==> config.mk <==
export PLATFORM = sky130hd
export DESIGN_NAME = dual_pool_fifo_slot_allocator
export DESIGN_NICKNAME = d
export VERILOG_FILES = /design/src/hdl/dpfa_pkg.sv /design/src/hdl/dpfa_pool.sv /design/src/hdl/dual_pool_fifo_slot_allocator.sv
export SDC_FILE = /design/constraint.sdc
export NUM_CORES = 2
export LEC_CHECK = 0
export ABC_AREA = 1
export BUFFER_PORTS_ARGS = -buffer_cell sky130_fd_sc_hd__buf_2
export CAP_MARGIN = 25
export CELL_PAD_IN_SITES_DETAIL_PLACEMENT = 2
export CELL_PAD_IN_SITES_GLOBAL_PLACEMENT = 2
export CORE_ASPECT_RATIO = 0.9
export CORE_MARGIN = 2
export CORE_UTILIZATION = 25
export DETAILED_ROUTE_END_ITERATION = 6
export PLACE_DENSITY = 0.62
export SYNTH_ARGS = -nofsm -noshare
export SYNTH_HDL_FRONTEND = slang
export SYNTH_HIERARCHICAL = 1
export SYNTH_SLANG_ARGS = --single-unit
export TNS_END_PERCENT = 10
==> constraint.sdc <==
create_clock -name clk -period 5.7 [get_ports clk]
set_input_delay 1.14 -clock clk [delete_from_list [all_inputs] [get_ports clk]]
set_output_delay 1.14 -clock clk [all_outputs]
set_load 0.01 [all_outputs]
==> src/hdl/dpfa_pkg.sv <==
// ----------------------------------------------------------------------------
// dpfa_pkg
// Shared types and codes for the dual pool slot allocator: request opcodes,
// result status codes, control state and the pool control/response bundles.
// ----------------------------------------------------------------------------
package dpfa_pkg;

	// request opcodes
	typedef enum logic [1:0] {
		OP_ALLOC_TRACK = 2'd0,
		OP_FREE_TRACK  = 2'd1,
		OP_ALLOC_SUB   = 2'd2,
		OP_FREE_SUB    = 2'd3
	} op_t;

	// result status codes
	typedef enum logic [1:0] {
		STAT_OK      = 2'd0,
		STAT_EMPTY   = 2'd1,
		STAT_BADFREE = 2'd2
	} status_t;

	// control state of the top level
	typedef enum logic {
		S_IDLE   = 1'b0,
		S_LOOKUP = 1'b1
	} state_t;

	// control from the top level to one pool
	typedef struct packed {
		logic lookup;   // request accepted for this pool, start memory reads
		logic push;     // the request is a free
		logic commit;   // apply the pending request this cycle
	} pool_ctl_t;

	// response from one pool for its pending request
	typedef struct packed {
		logic       ok;
		logic [7:0] granted;
	} pool_rsp_t;

endpackage

==> src/hdl/dpfa_pool.sv <==
// ----------------------------------------------------------------------------
// dpfa_pool
// One slot pool: a free-index queue held in a synchronous memory plus one
// in-use bit per slot. A lookup reads the queue head and the in-use bit of
// the freed index; the commit pops or pushes and updates the bits.
// ----------------------------------------------------------------------------
module dpfa_pool #(
	parameter int SLOTS = 64
) (
	input  logic                clk,
	input  logic                arst_n,
	input  dpfa_pkg::pool_ctl_t ctl,
	input  logic [7:0]          slot_index,
	output dpfa_pkg::pool_rsp_t rsp
);
	import dpfa_pkg::*;

	localparam int IW = (SLOTS > 1) ? $clog2(SLOTS) : 1;
	localparam int CW = $clog2(SLOTS + 1);
	localparam logic [8:0] SLOTS_W = 9'(SLOTS);
	localparam logic [IW-1:0] LAST_POS = IW'(SLOTS - 1);
	localparam logic [CW-1:0] FULL_CNT = CW'(SLOTS);

	// queue memory and its registered read
	logic [IW-1:0] queue_mem [SLOTS];
	logic [IW-1:0] head_rd_s1;

	// queue pointers, occupancy and the count of queue positions ever written
	logic [IW-1:0] head_q;
	logic [IW-1:0] tail_q;
	logic [CW-1:0] count_q;
	logic [CW-1:0] fill_q;
	logic [SLOTS-1:0] in_use_q;

	// pending request
	logic          active_s1;
	logic          push_s1;
	logic [7:0]    idx_s1;
	logic          used_s1;

	logic          in_range;
	logic [IW-1:0] idx_lo;
	logic [IW-1:0] head_val;
	logic          pop_ok;
	logic          push_ok;
	logic          wr_en;

	assign idx_lo   = idx_s1[IW-1:0];
	assign in_range = {1'b0, idx_s1} < SLOTS_W;

	// a position never written still holds its reset value, its own index
	assign head_val = (CW'(head_q) < fill_q) ? head_rd_s1 : head_q;

	assign pop_ok  = active_s1 && !push_s1 && (count_q != '0);
	assign push_ok = active_s1 && push_s1 && in_range && used_s1 && (count_q < FULL_CNT);
	assign wr_en   = ctl.commit && push_ok;

	assign rsp.ok      = pop_ok || push_ok;
	assign rsp.granted = pop_ok ? 8'(head_val) : 8'd0;

	// queue memory: push writes at tail, lookup reads at head
	always_ff @(posedge clk) begin
		if (wr_en) begin
			queue_mem[tail_q] <= idx_lo;
		end
		if (ctl.lookup) begin
			head_rd_s1 <= queue_mem[head_q];
		end
	end

	// capture of the pending request
	always_ff @(posedge clk) begin
		if (ctl.lookup) begin
			push_s1 <= ctl.push;
			idx_s1  <= slot_index;
			used_s1 <= in_use_q[slot_index[IW-1:0]];
		end
	end

	always_ff @(posedge clk or negedge arst_n) begin
		if (!arst_n) begin
			active_s1 <= 1'b0;
		end else if (ctl.lookup) begin
			active_s1 <= 1'b1;
		end else if (ctl.commit) begin
			active_s1 <= 1'b0;
		end
	end

	// pointer, count and in-use update at commit
	always_ff @(posedge clk or negedge arst_n) begin
		if (!arst_n) begin
			head_q   <= '0;
			tail_q   <= '0;
			count_q  <= FULL_CNT;
			fill_q   <= '0;
			in_use_q <= '0;
		end else if (ctl.commit) begin
			if (pop_ok) begin
				in_use_q[head_val] <= 1'b1;
				head_q  <= (head_q == LAST_POS) ? '0 : head_q + 1'b1;
				count_q <= count_q - 1'b1;
			end else if (push_ok) begin
				in_use_q[idx_lo] <= 1'b0;
				tail_q  <= (tail_q == LAST_POS) ? '0 : tail_q + 1'b1;
				count_q <= count_q + 1'b1;
				if (fill_q != FULL_CNT) begin
					fill_q <= fill_q + 1'b1;
				end
			end
		end
	end

	// queue bookkeeping stays consistent
	a_count_range: assert property (@(posedge clk) disable iff (!arst_n)
		count_q <= FULL_CNT)
		else $error("pool count above pool size");

	a_ring: assert property (@(posedge clk) disable iff (!arst_n)
		((CW + 1)'(head_q) + (CW + 1)'(count_q) == (CW + 1)'(tail_q)) ||
		((CW + 1)'(head_q) + (CW + 1)'(count_q) == (CW + 1)'(tail_q) + (CW + 1)'(SLOTS)))
		else $error("head, count and tail disagree");

	a_pop_marks: assert property (@(posedge clk) disable iff (!arst_n)
		ctl.commit && pop_ok |=> in_use_q[$past(head_val)])
		else $error("popped slot not marked in use");

endmodule

==> src/hdl/dual_pool_fifo_slot_allocator.sv <==
// ----------------------------------------------------------------------------
// dual_pool_fifo_slot_allocator
// Two slot pools, track and sub-track, each handing out free indices oldest
// first and taking freed indices back at the tail of its queue.
// ----------------------------------------------------------------------------
// Usage:
//   Request channel (req_valid/req_ready) carries operation and slot_index:
//   allocate or free a track, allocate or free a sub-track. Response channel
//   (rsp_valid/rsp_ready) returns status, granted_index and serial_number,
//   exactly one response per request, in order.
//   Timing: a request is taken at one edge and its pool memory is read on
//   that edge; the result is committed and registered once the response
//   register is free, and the next request is accepted only after that
//   commit. The pace is set by the registered read of the free-queue memory
//   followed by the write-back of the same queue and in-use bits.
//   Reset: both queues hold every index in ascending order, no slot is in
//   use and the serial counter is 1; no clearing pass, requests are taken
//   right after reset.
//   Stall: while a response waits, the next request is still accepted and
//   looked up; it commits once the response register is taken.
// ----------------------------------------------------------------------------
module dual_pool_fifo_slot_allocator #(
	parameter int TRACK_SLOTS    = 64,
	parameter int SUBTRACK_SLOTS = 256
) (
	input  logic        clk,
	input  logic        arst_n,
	input  logic        req_valid,
	output logic        req_ready,
	input  logic [1:0]  operation,
	input  logic [7:0]  slot_index,
	output logic        rsp_valid,
	input  logic        rsp_ready,
	output logic [1:0]  status,
	output logic [7:0]  granted_index,
	output logic [31:0] serial_number
);
	import dpfa_pkg::*;

	state_t    state_q;
	state_t    state_nxt;
	op_t       op_s1;
	logic      accept;
	logic      commit;
	logic      rsp_free;
	pool_ctl_t track_ctl;
	pool_ctl_t sub_ctl;
	pool_rsp_t track_rsp;
	pool_rsp_t sub_rsp;
	pool_rsp_t sel_rsp;
	status_t   status_nxt;
	logic [31:0] serial_nxt;

	logic        rsp_valid_q;
	status_t     status_q;
	logic [7:0]  granted_q;
	logic [31:0] serial_out_q;
	logic [31:0] next_serial_q;

	assign accept   = req_valid && req_ready;
	assign rsp_free = !rsp_valid_q || rsp_ready;

	// next state
	always_comb begin
		state_nxt = state_q;
		unique case (state_q)
			S_IDLE:   if (accept) state_nxt = S_LOOKUP;
			S_LOOKUP: if (rsp_free) state_nxt = S_IDLE;
			default:  state_nxt = S_IDLE;
		endcase
	end

	// state outputs
	always_comb begin
		req_ready = 1'b0;
		commit    = 1'b0;
		unique case (state_q)
			S_IDLE:   req_ready = 1'b1;
			S_LOOKUP: commit    = rsp_free;
			default:  req_ready = 1'b0;
		endcase
	end

	always_ff @(posedge clk or negedge arst_n) begin
		if (!arst_n) begin
			state_q <= S_IDLE;
		end else begin
			state_q <= state_nxt;
		end
	end

	always_ff @(posedge clk) begin
		if (accept) begin
			op_s1 <= op_t'(operation);
		end
	end

	// pool control
	always_comb begin
		track_ctl.lookup = accept && !operation[1];
		track_ctl.push   = operation[0];
		track_ctl.commit = commit && !op_s1[1];
		sub_ctl.lookup   = accept && operation[1];
		sub_ctl.push     = operation[0];
		sub_ctl.commit   = commit && op_s1[1];
	end

	dpfa_pool #(.SLOTS(TRACK_SLOTS)) u_track (
		.clk        (clk),
		.arst_n     (arst_n),
		.ctl        (track_ctl),
		.slot_index (slot_index),
		.rsp        (track_rsp)
	);

	dpfa_pool #(.SLOTS(SUBTRACK_SLOTS)) u_sub (
		.clk        (clk),
		.arst_n     (arst_n),
		.ctl        (sub_ctl),
		.slot_index (slot_index),
		.rsp        (sub_rsp)
	);

	// result of the pending request
	always_comb begin
		sel_rsp    = op_s1[1] ? sub_rsp : track_rsp;
		serial_nxt = 32'd0;
		status_nxt = STAT_OK;
		unique case (op_s1)
			OP_ALLOC_TRACK: status_nxt = sel_rsp.ok ? STAT_OK : STAT_EMPTY;
			OP_ALLOC_SUB: begin
				status_nxt = sel_rsp.ok ? STAT_OK : STAT_EMPTY;
				serial_nxt = sel_rsp.ok ? next_serial_q : 32'd0;
			end
			OP_FREE_TRACK,
			OP_FREE_SUB:    status_nxt = sel_rsp.ok ? STAT_OK : STAT_BADFREE;
			default:        status_nxt = STAT_OK;
		endcase
	end

	// serial counter, wraps modulo 2^32
	always_ff @(posedge clk or negedge arst_n) begin
		if (!arst_n) begin
			next_serial_q <= 32'd1;
		end else if (commit && op_s1 == OP_ALLOC_SUB && sel_rsp.ok) begin
			next_serial_q <= next_serial_q + 32'd1;
		end
	end

	// response register
	always_ff @(posedge clk or negedge arst_n) begin
		if (!arst_n) begin
			rsp_valid_q <= 1'b0;
		end else if (commit) begin
			rsp_valid_q <= 1'b1;
		end else if (rsp_ready) begin
			rsp_valid_q <= 1'b0;
		end
	end

	always_ff @(posedge clk) begin
		if (commit) begin
			status_q     <= status_nxt;
			granted_q    <= sel_rsp.granted;
			serial_out_q <= serial_nxt;
		end
	end

	assign rsp_valid     = rsp_valid_q;
	assign status        = status_q;
	assign granted_index = granted_q;
	assign serial_number = serial_out_q;

	// one request in flight, one response per commit
	a_commit_rsp: assert property (@(posedge clk) disable iff (!arst_n)
		commit |=> rsp_valid_q)
		else $error("commit without response");

	a_no_accept_busy: assert property (@(posedge clk) disable iff (!arst_n)
		state_q == S_LOOKUP |-> !accept)
		else $error("request accepted while one is pending");

	a_fail_zero: assert property (@(posedge clk) disable iff (!arst_n)
		rsp_valid_q && status_q != STAT_OK |-> granted_q == 8'd0 && serial_out_q == 32'd0)
		else $error("failed request carries a nonzero index or serial");

endmodule
======== Word level (Yosys, flattened, before mapping) ========
Memories as Yosys holds them, arrays and structs flattened. A register that Yosys moved wholly into a read port is not among the register bits.
Cells that the tools add are included.
storage, ports and cells
  register bits after elaboration ......... 480
  memory bits (writable) .................. 2432
  bits of input ports ..................... 14
  output and inout port bits .............. 44
  word-level logic and storage cells ...... 169
  memories ................................ 2
cells by class
  add/sub/neg operators ................... 11
  $lt $le $gt $ge ......................... 15
  equal/unequal tests ..................... 9
  muxes and demuxes ....................... 47
  bitwise operators ....................... 9
  reductions and logical operators ........ 51
memories
  name               depth  width  read ports  clocked after memory_dff  wr ports  line             RTL
  u_sub.queue_mem    256    8      1           1                         1         dpfa_pool.sv:25  logic [IW-1:0] queue_mem [SLOTS];
  u_track.queue_mem  64     6      1           1                         1         dpfa_pool.sv:25
operators by type and width
  operator                                                                              number
  256-bit two-way mux                                                                   2
  256-bit bitwise AND                                                                   1
  256-bit inverter                                                                      1
  256-bit OR                                                                            1
  64-bit two-way mux                                                                    2
  64-bit bitwise AND                                                                    1
  64-bit inverter                                                                       1
  64-bit OR                                                                             1
  32-bit by 1-bit adder with 32-bit output (second input constant)                      1
  8-bit two-way mux                                                                     4
  8-bit by 9-bit < comparator with 1-bit output (second input constant)                 3
  9-bit two-way mux                                                                     3
  1-bit logical AND                                                                     24
  6-bit two-way mux                                                                     4
  6-bit by 7-bit < comparator with 1-bit output (second input constant)                 3
  1-bit two-way mux                                                                     21
  9-bit by 1-bit adder with 9-bit output (second input constant)                        2
  8-bit by 1-bit adder with 8-bit output (second input constant)                        2
  1-bit demux with 8-bit select                                                         2
  8-bit equality test (second input constant)                                           2
  8-bit by 1-bit greater-or-equal comparator with 1-bit output (second input constant)  2
  7-bit by 1-bit adder with 7-bit output (second input constant)                        2
  7-bit two-way mux                                                                     2
  6-bit by 1-bit adder with 6-bit output (second input constant)                        2
  other kinds (30)                                                                      53

======== Longest topological paths before layout ========
  word-level depth ........................ 8
  gate-level depth with buffers ........... 22
  mapped depth without buffers ............ 17

======== Modules after synthesis ========
The synthesis kept the hierarchy.
modules (own cells, without submodules)
  module                         times used  cells each  area each (µm²)  sequential area each (µm²)
  dpfa_pool at u_sub             1           9666        100859.2         69322.7
  dpfa_pool at u_track           1           2231        21968.6          14290.0
  dual_pool_fifo_slot_allocator  1           404         3611.0           2173.3

======== Worst setup path after synthesis ========
OpenSTA, ideal clock, no wires.
  path type ............................... flip-flop to flip-flop
  start point ............................. reg u_sub.idx_s1[0] (netlist: u_sub/idx_lo[0])
  end point ............................... reg u_sub.in_use_q[131]
  setup time .............................. 125 ps
  data arrival time ....................... 4504 ps
  data required time ...................... 5575 ps
  path slack .............................. 1071 ps
  stages on the path, launching flop included .. 7
  buffers on the path ..................... 1
  clock period less this slack ............ 4629 ps
  cell sequence ........................... edfxtp_1 > inv_1 > nor3_1 > nand2_1 > clkbuf_1 > o21ai_0 > o21ai_1
on the way
  cells in the longest elaborated chain, start to end .. 8
  elaborated cells between the ends (all ways) .. 9
  those cells by class .................... order compare (2); mux (4); bitwise (2); reduce/logical (1)
RTL lines
  what                                                                                                                                                        line              RTL
  start, declared                                                                                                                                             dpfa_pool.sv:38   logic [7:0] idx_s1;
  start signal, assigned                                                                                                                                      dpfa_pool.sv:75   idx_s1 <= slot_index;
  8-bit by 9-bit < comparator with 1-bit output (implied by the code) / 8-bit by 1-bit greater-or-equal comparator with 1-bit output (equally long branches)  dpfa_pool.sv:104  in_use_q[idx_lo] <= 1'b0;
  1-bit logical AND (implied by the code)                                                                                                                     dpfa_pool.sv:104
  1-bit two-way mux (implied by the code)                                                                                                                     dpfa_pool.sv:104
  1-bit demux with 8-bit select *                                                                                                                             -
  256-bit inverter (no source line) *                                                                                                                         -
  256-bit bitwise AND (no source line) *                                                                                                                      -
  256-bit two-way mux *                                                                                                                                       dpfa_pool.sv:103  end else if (push_ok) begin
  256-bit two-way mux *                                                                                                                                       dpfa_pool.sv:99   if (pop_ok) begin
  end signal, assigned                                                                                                                                        dpfa_pool.sv:97   in_use_q <= '0;
  end signal, assigned by index                                                                                                                               dpfa_pool.sv:100  in_use_q[head_val] <= 1'b1;
  end signal, assigned by index                                                                                                                               dpfa_pool.sv:104
  end, declared                                                                                                                                               dpfa_pool.sv:33   logic [SLOTS-1:0] in_use_q;
Every way passes the cells marked *; elsewhere a longest branch is shown, timed or not. The select of a mux whose other input is x is not followed.
A chain may end at the register's enable or synchronous reset.

==> results.sh <==
export IMPL_synth_seq_cells=2926
export IMPL_clock_sinks=2926
export IMPL_final_net_count=12300
export IMPL_highest_layer="met4"
export IMPL_die_w_um=754
export IMPL_rsz0062_at_grt="false"
export IMPL_syn_cell_area_um2=126000
export IMPL_power_total_uw=68000
export IMPL_drt_antenna_violating_nets=0
export IMPL_ys_types=49
export IMPL_critPathKind="register to register"
export IMPL_hp_class="input pin to asynchronous set/reset pin"
export IMPL_min_period_ps=4170
export IMPL_root_buffer="clkbuf_16"
export IMPL_start_util_pct=25.1
export IMPL_clkLatencyLatePin_ps=960
export IMPL_cp_cell_sequence="inv_8, buf_4, o21ai_0, a21oi_1, nor2_1, nand2_1, nand3_1, nand3_1, nand3_1, nand2_1"
export IMPL_tightest_slew_ps=1070
export IMPL_min_period_over_period_pct=73.1
export IMPL_syn_inst=12300
export IMPL_path_max_fanout=81
export IMPL_htreeDepth=5
export IMPL_clock_path_buffers=4
export IMPL_layout_drive_gt1_share_pct=7.58
export IMPL_grt_pass1_wl_um=680000
export IMPL_grtUsageTotal_pct=17.6
export IMPL_grt_pass1_vias=97700
export IMPL_max_freq_ghz=0.240
export IMPL_syn_area_per_cell_um2=10.3
export IMPL_cts_tree="built"
export IMPL_grt_ovfl_total=0
export IMPL_wl_met2_um=211000
export IMPL_seq_area_frac_synth_pct=67.8
export IMPL_hold_viol=0
export IMPL_place_area_um2=134000
export IMPL_numCtsBuffers=351
export IMPL_cp_end_kind="register"
export IMPL_io_pins=58
export IMPL_ctsHoldBuffers=0
export IMPL_cp_common_cell="nand3_1"
export IMPL_drtPass1Iterations=6
export IMPL_power_leakage_uw=0.0544
export IMPL_required_ps=6370
export IMPL_status="complete, no violations"
export IMPL_slowest_stage="dfrtp_4"
export IMPL_drc=0
export IMPL_design_area_um2=146000
export IMPL_synth_top_area_share_pct=59.6
export IMPL_vias=92000
export IMPL_synth_warnings=6
export IMPL_maxCapViolations=0
export IMPL_slowest_delay_ps=970
export IMPL_wl_met3_um=21200
export IMPL_drt_met1_wl_um=222000
export IMPL_grt_max_degree=171
export IMPL_drt_iter0_drc=7180
export IMPL_wire_per_inst_um=24.0
export IMPL_numPortBuffers=57
export IMPL_final_setup_tns_ps=0
export IMPL_clkTransAtPathRegs_ps=60
export IMPL_finalWirelength_um=462000
export IMPL_dpl_hpwl_um=279000
export IMPL_slew_viol_final=0
export IMPL_gp_congestion=0.774
export IMPL_finalSetupViolCount=0
export IMPL_fp_dieH_um=679
export IMPL_peakVddDrop_mv=0.361
export IMPL_ys_top_cells_by_area="edfxtp_1 (60%), nand2_1 (9.5%), dfrtp_1 (8.2%), nor2_1 (5.3%), nand3_1 (4.7%)"
export IMPL_antenna_found_initial=25
export IMPL_cts_setup_buffers=0
export IMPL_power_density_nw_per_um2=467
export IMPL_core_um2=503000
export IMPL_die_area_um2=511000
export IMPL_relSlewSlack_pct=28.7
export IMPL_worst_setup_path_start_kind="register"
export IMPL_crit_arrival_ps=4840
export IMPL_cts_resized=0
export IMPL_skew_ps=45.8
export IMPL_rows=247
export IMPL_syn_to_final_growth_pct=15.1
export IMPL_vias_per_cell=4.78
export IMPL_synth_top_area_cell="edfxtp_1"
Yosys cell counts (all sizes together):
cell type	count
clkinv	7
clkbuf	373
nand4	28
nand3	1202
a22oi	1
dfrtp	413
dfstp	3
xnor2	5
fa	2
o21a	2
or2	21
o21ai	1286
nor2	1822
nand3b	5
o211ai	79
a31oi	2
o31ai	2
edfxtp	2510
ha	36
buf	314
a21oi	128
a21o	2
inv	746
o22ai	20
a21boi	1
nor3	14
conb	1
nor4	2
o21bai	2
nand2b	1
nor3b	1
nand2	3221
o311ai	1
xor2	48
cells by family (layout without fill, tap and decap cells):
family | Yosys count | after routing | synth area share, %
AOI/OAI and AO/OA | 1526 | 1526 | 6.36
buffers and inverters | 1440 | 1668 | 4.63
other | 1 | 7 | 0.00297
and+or+nand+nor | 6317 | 6317 | 20.4
xor gates and xnor gates | 53 | 53 | 0.367
DFF | 2926 | 2926 | 67.8
adders and majority gates | 38 | 38 | 0.388
sequential cells by signal, indices dropped and copies added (netlist names), 2 cells and up:
| signal | count |
|---|---|
| u_track/head_rd_s1 | 6 |
| u_sub/fill_q | 9 |
| u_track/idx_s1 | 8 |
| granted_index | 8 |
| status | 2 |
| u_sub/count_q | 9 |
| u_track/head_q | 6 |
| u_track/count_q | 7 |
| u_track/queue_mem | 384 |
| u_sub/idx_lo | 8 |
| u_sub/head_rd_s1 | 8 |
| op_s1 | 2 |
| u_track/tail_q | 6 |
| u_sub/queue_mem | 2048 |
| serial_number | 32 |
| next_serial_q | 32 |
| u_track/fill_q | 7 |
| u_sub/tail_q | 8 |
| u_track/in_use_q | 64 |
| u_sub/head_q | 8 |
| u_sub/in_use_q | 256 |
stage by stage:
stage                     utilization, %  hold slack [ps]  cells  setup WS, ps
after detailed placement            26.7              483  18600           920
after global routing                28.9              189  19300          1430
after floorplan                        -              456  12300          1070
after global placement              26.7              474  18600           845
after CTS                           28.9              143  19200          1720
final                               28.9              174  19300          1530
cells in the final DEF, fill, tap and decap left out, types with 6 or more instances in the layout:
cell type,Yosys,layout
a21oi_1,128,127
buf_12,0,44
buf_2,193,54
buf_4,14,170
bufinv_16,0,20
clkbuf_1,373,83
clkbuf_16,0,356
clkbuf_8,0,13
clkinv_1,7,84
clkinv_2,0,66
clkinv_8,0,6
dfrtp_1,413,407
edfxtp_1,2510,2510
ha_1,36,36
inv_1,727,722
inv_2,19,16
inv_6,0,10
nand2_1,3199,3183
nand2_2,20,36
nand3_1,1194,1194
nand4_1,28,28
nor2_1,1771,1765
nor2_2,23,25
nor2_4,28,32
nor3_1,13,13
o211ai_1,78,78
o21ai_0,1063,1063
o21ai_1,189,189
o21ai_2,33,33
o22ai_1,20,20
or2_2,21,21
xor2_1,48,48
layout make-up:
type / count / area (µm²)
Clock inverter: 188 / 1600
Sequential cell: 2926 / 85800
Multi-Input combinational cell: 7936 / 34900
Tap cell: 6723 / 8410
Inverter: 753 / 2870
Clock buffer: 452 / 9400
Antenna cell: 5 / 12.5
Fill cell: 55200 / 358000
Timing Repair Buffer: 275 / 2550
final timing paths:
| kind | from | end | slack [ps] | cells after the start |
|---|---|---|---|---|
| max in group asynchronous | arst_n | u_track/head_q[0] | 4230 | 2 |
| min in group clk | slot_index[7] | u_sub/idx_lo[7] | 480 | 1 |
| worst min-delay path | arst_n | u_sub/in_use_q[114] | 170 | 1 |
| worst max register to register | u_sub/head_q[0] | u_sub/head_rd_s1[1] | 1530 | 10 |
| worst min register to register | u_track/count_q[6] | u_track/count_q[6] | 490 | 2 |
| worst max-delay path | u_sub/head_q[0] | u_sub/head_rd_s1[1] | 1530 | 10 |
worst max-delay path: cells and delay by family (launching register included):
kind | cells | cell delay, ps
AO/OA/AOI/OAI | 2 | 440
buffers and inverters | 2 | 850
flip-flops | 1 | 970
AND/OR/NAND/NOR | 6 | 1490
per-layer routing:
metal / vias to the layer above / GRT usage [%]
li1: 41400 / -
met5: - / 0
met2: 1758 / 28.2
met3: 520 / 1.92
met4: 0 / 3.43
met1: 48300 / 25.8
where the power goes:
| part | internal, µW | leakage [µW] | switching, µW |
|---|---|---|---|
| registers | 23700 | 0.0282 | 566 |
| logic | 5370 | 0.0208 | 16500 |
| clock network | 12500 | 0.00539 | 9330 |
No activity file was read; power rests on OpenSTA's default activity.
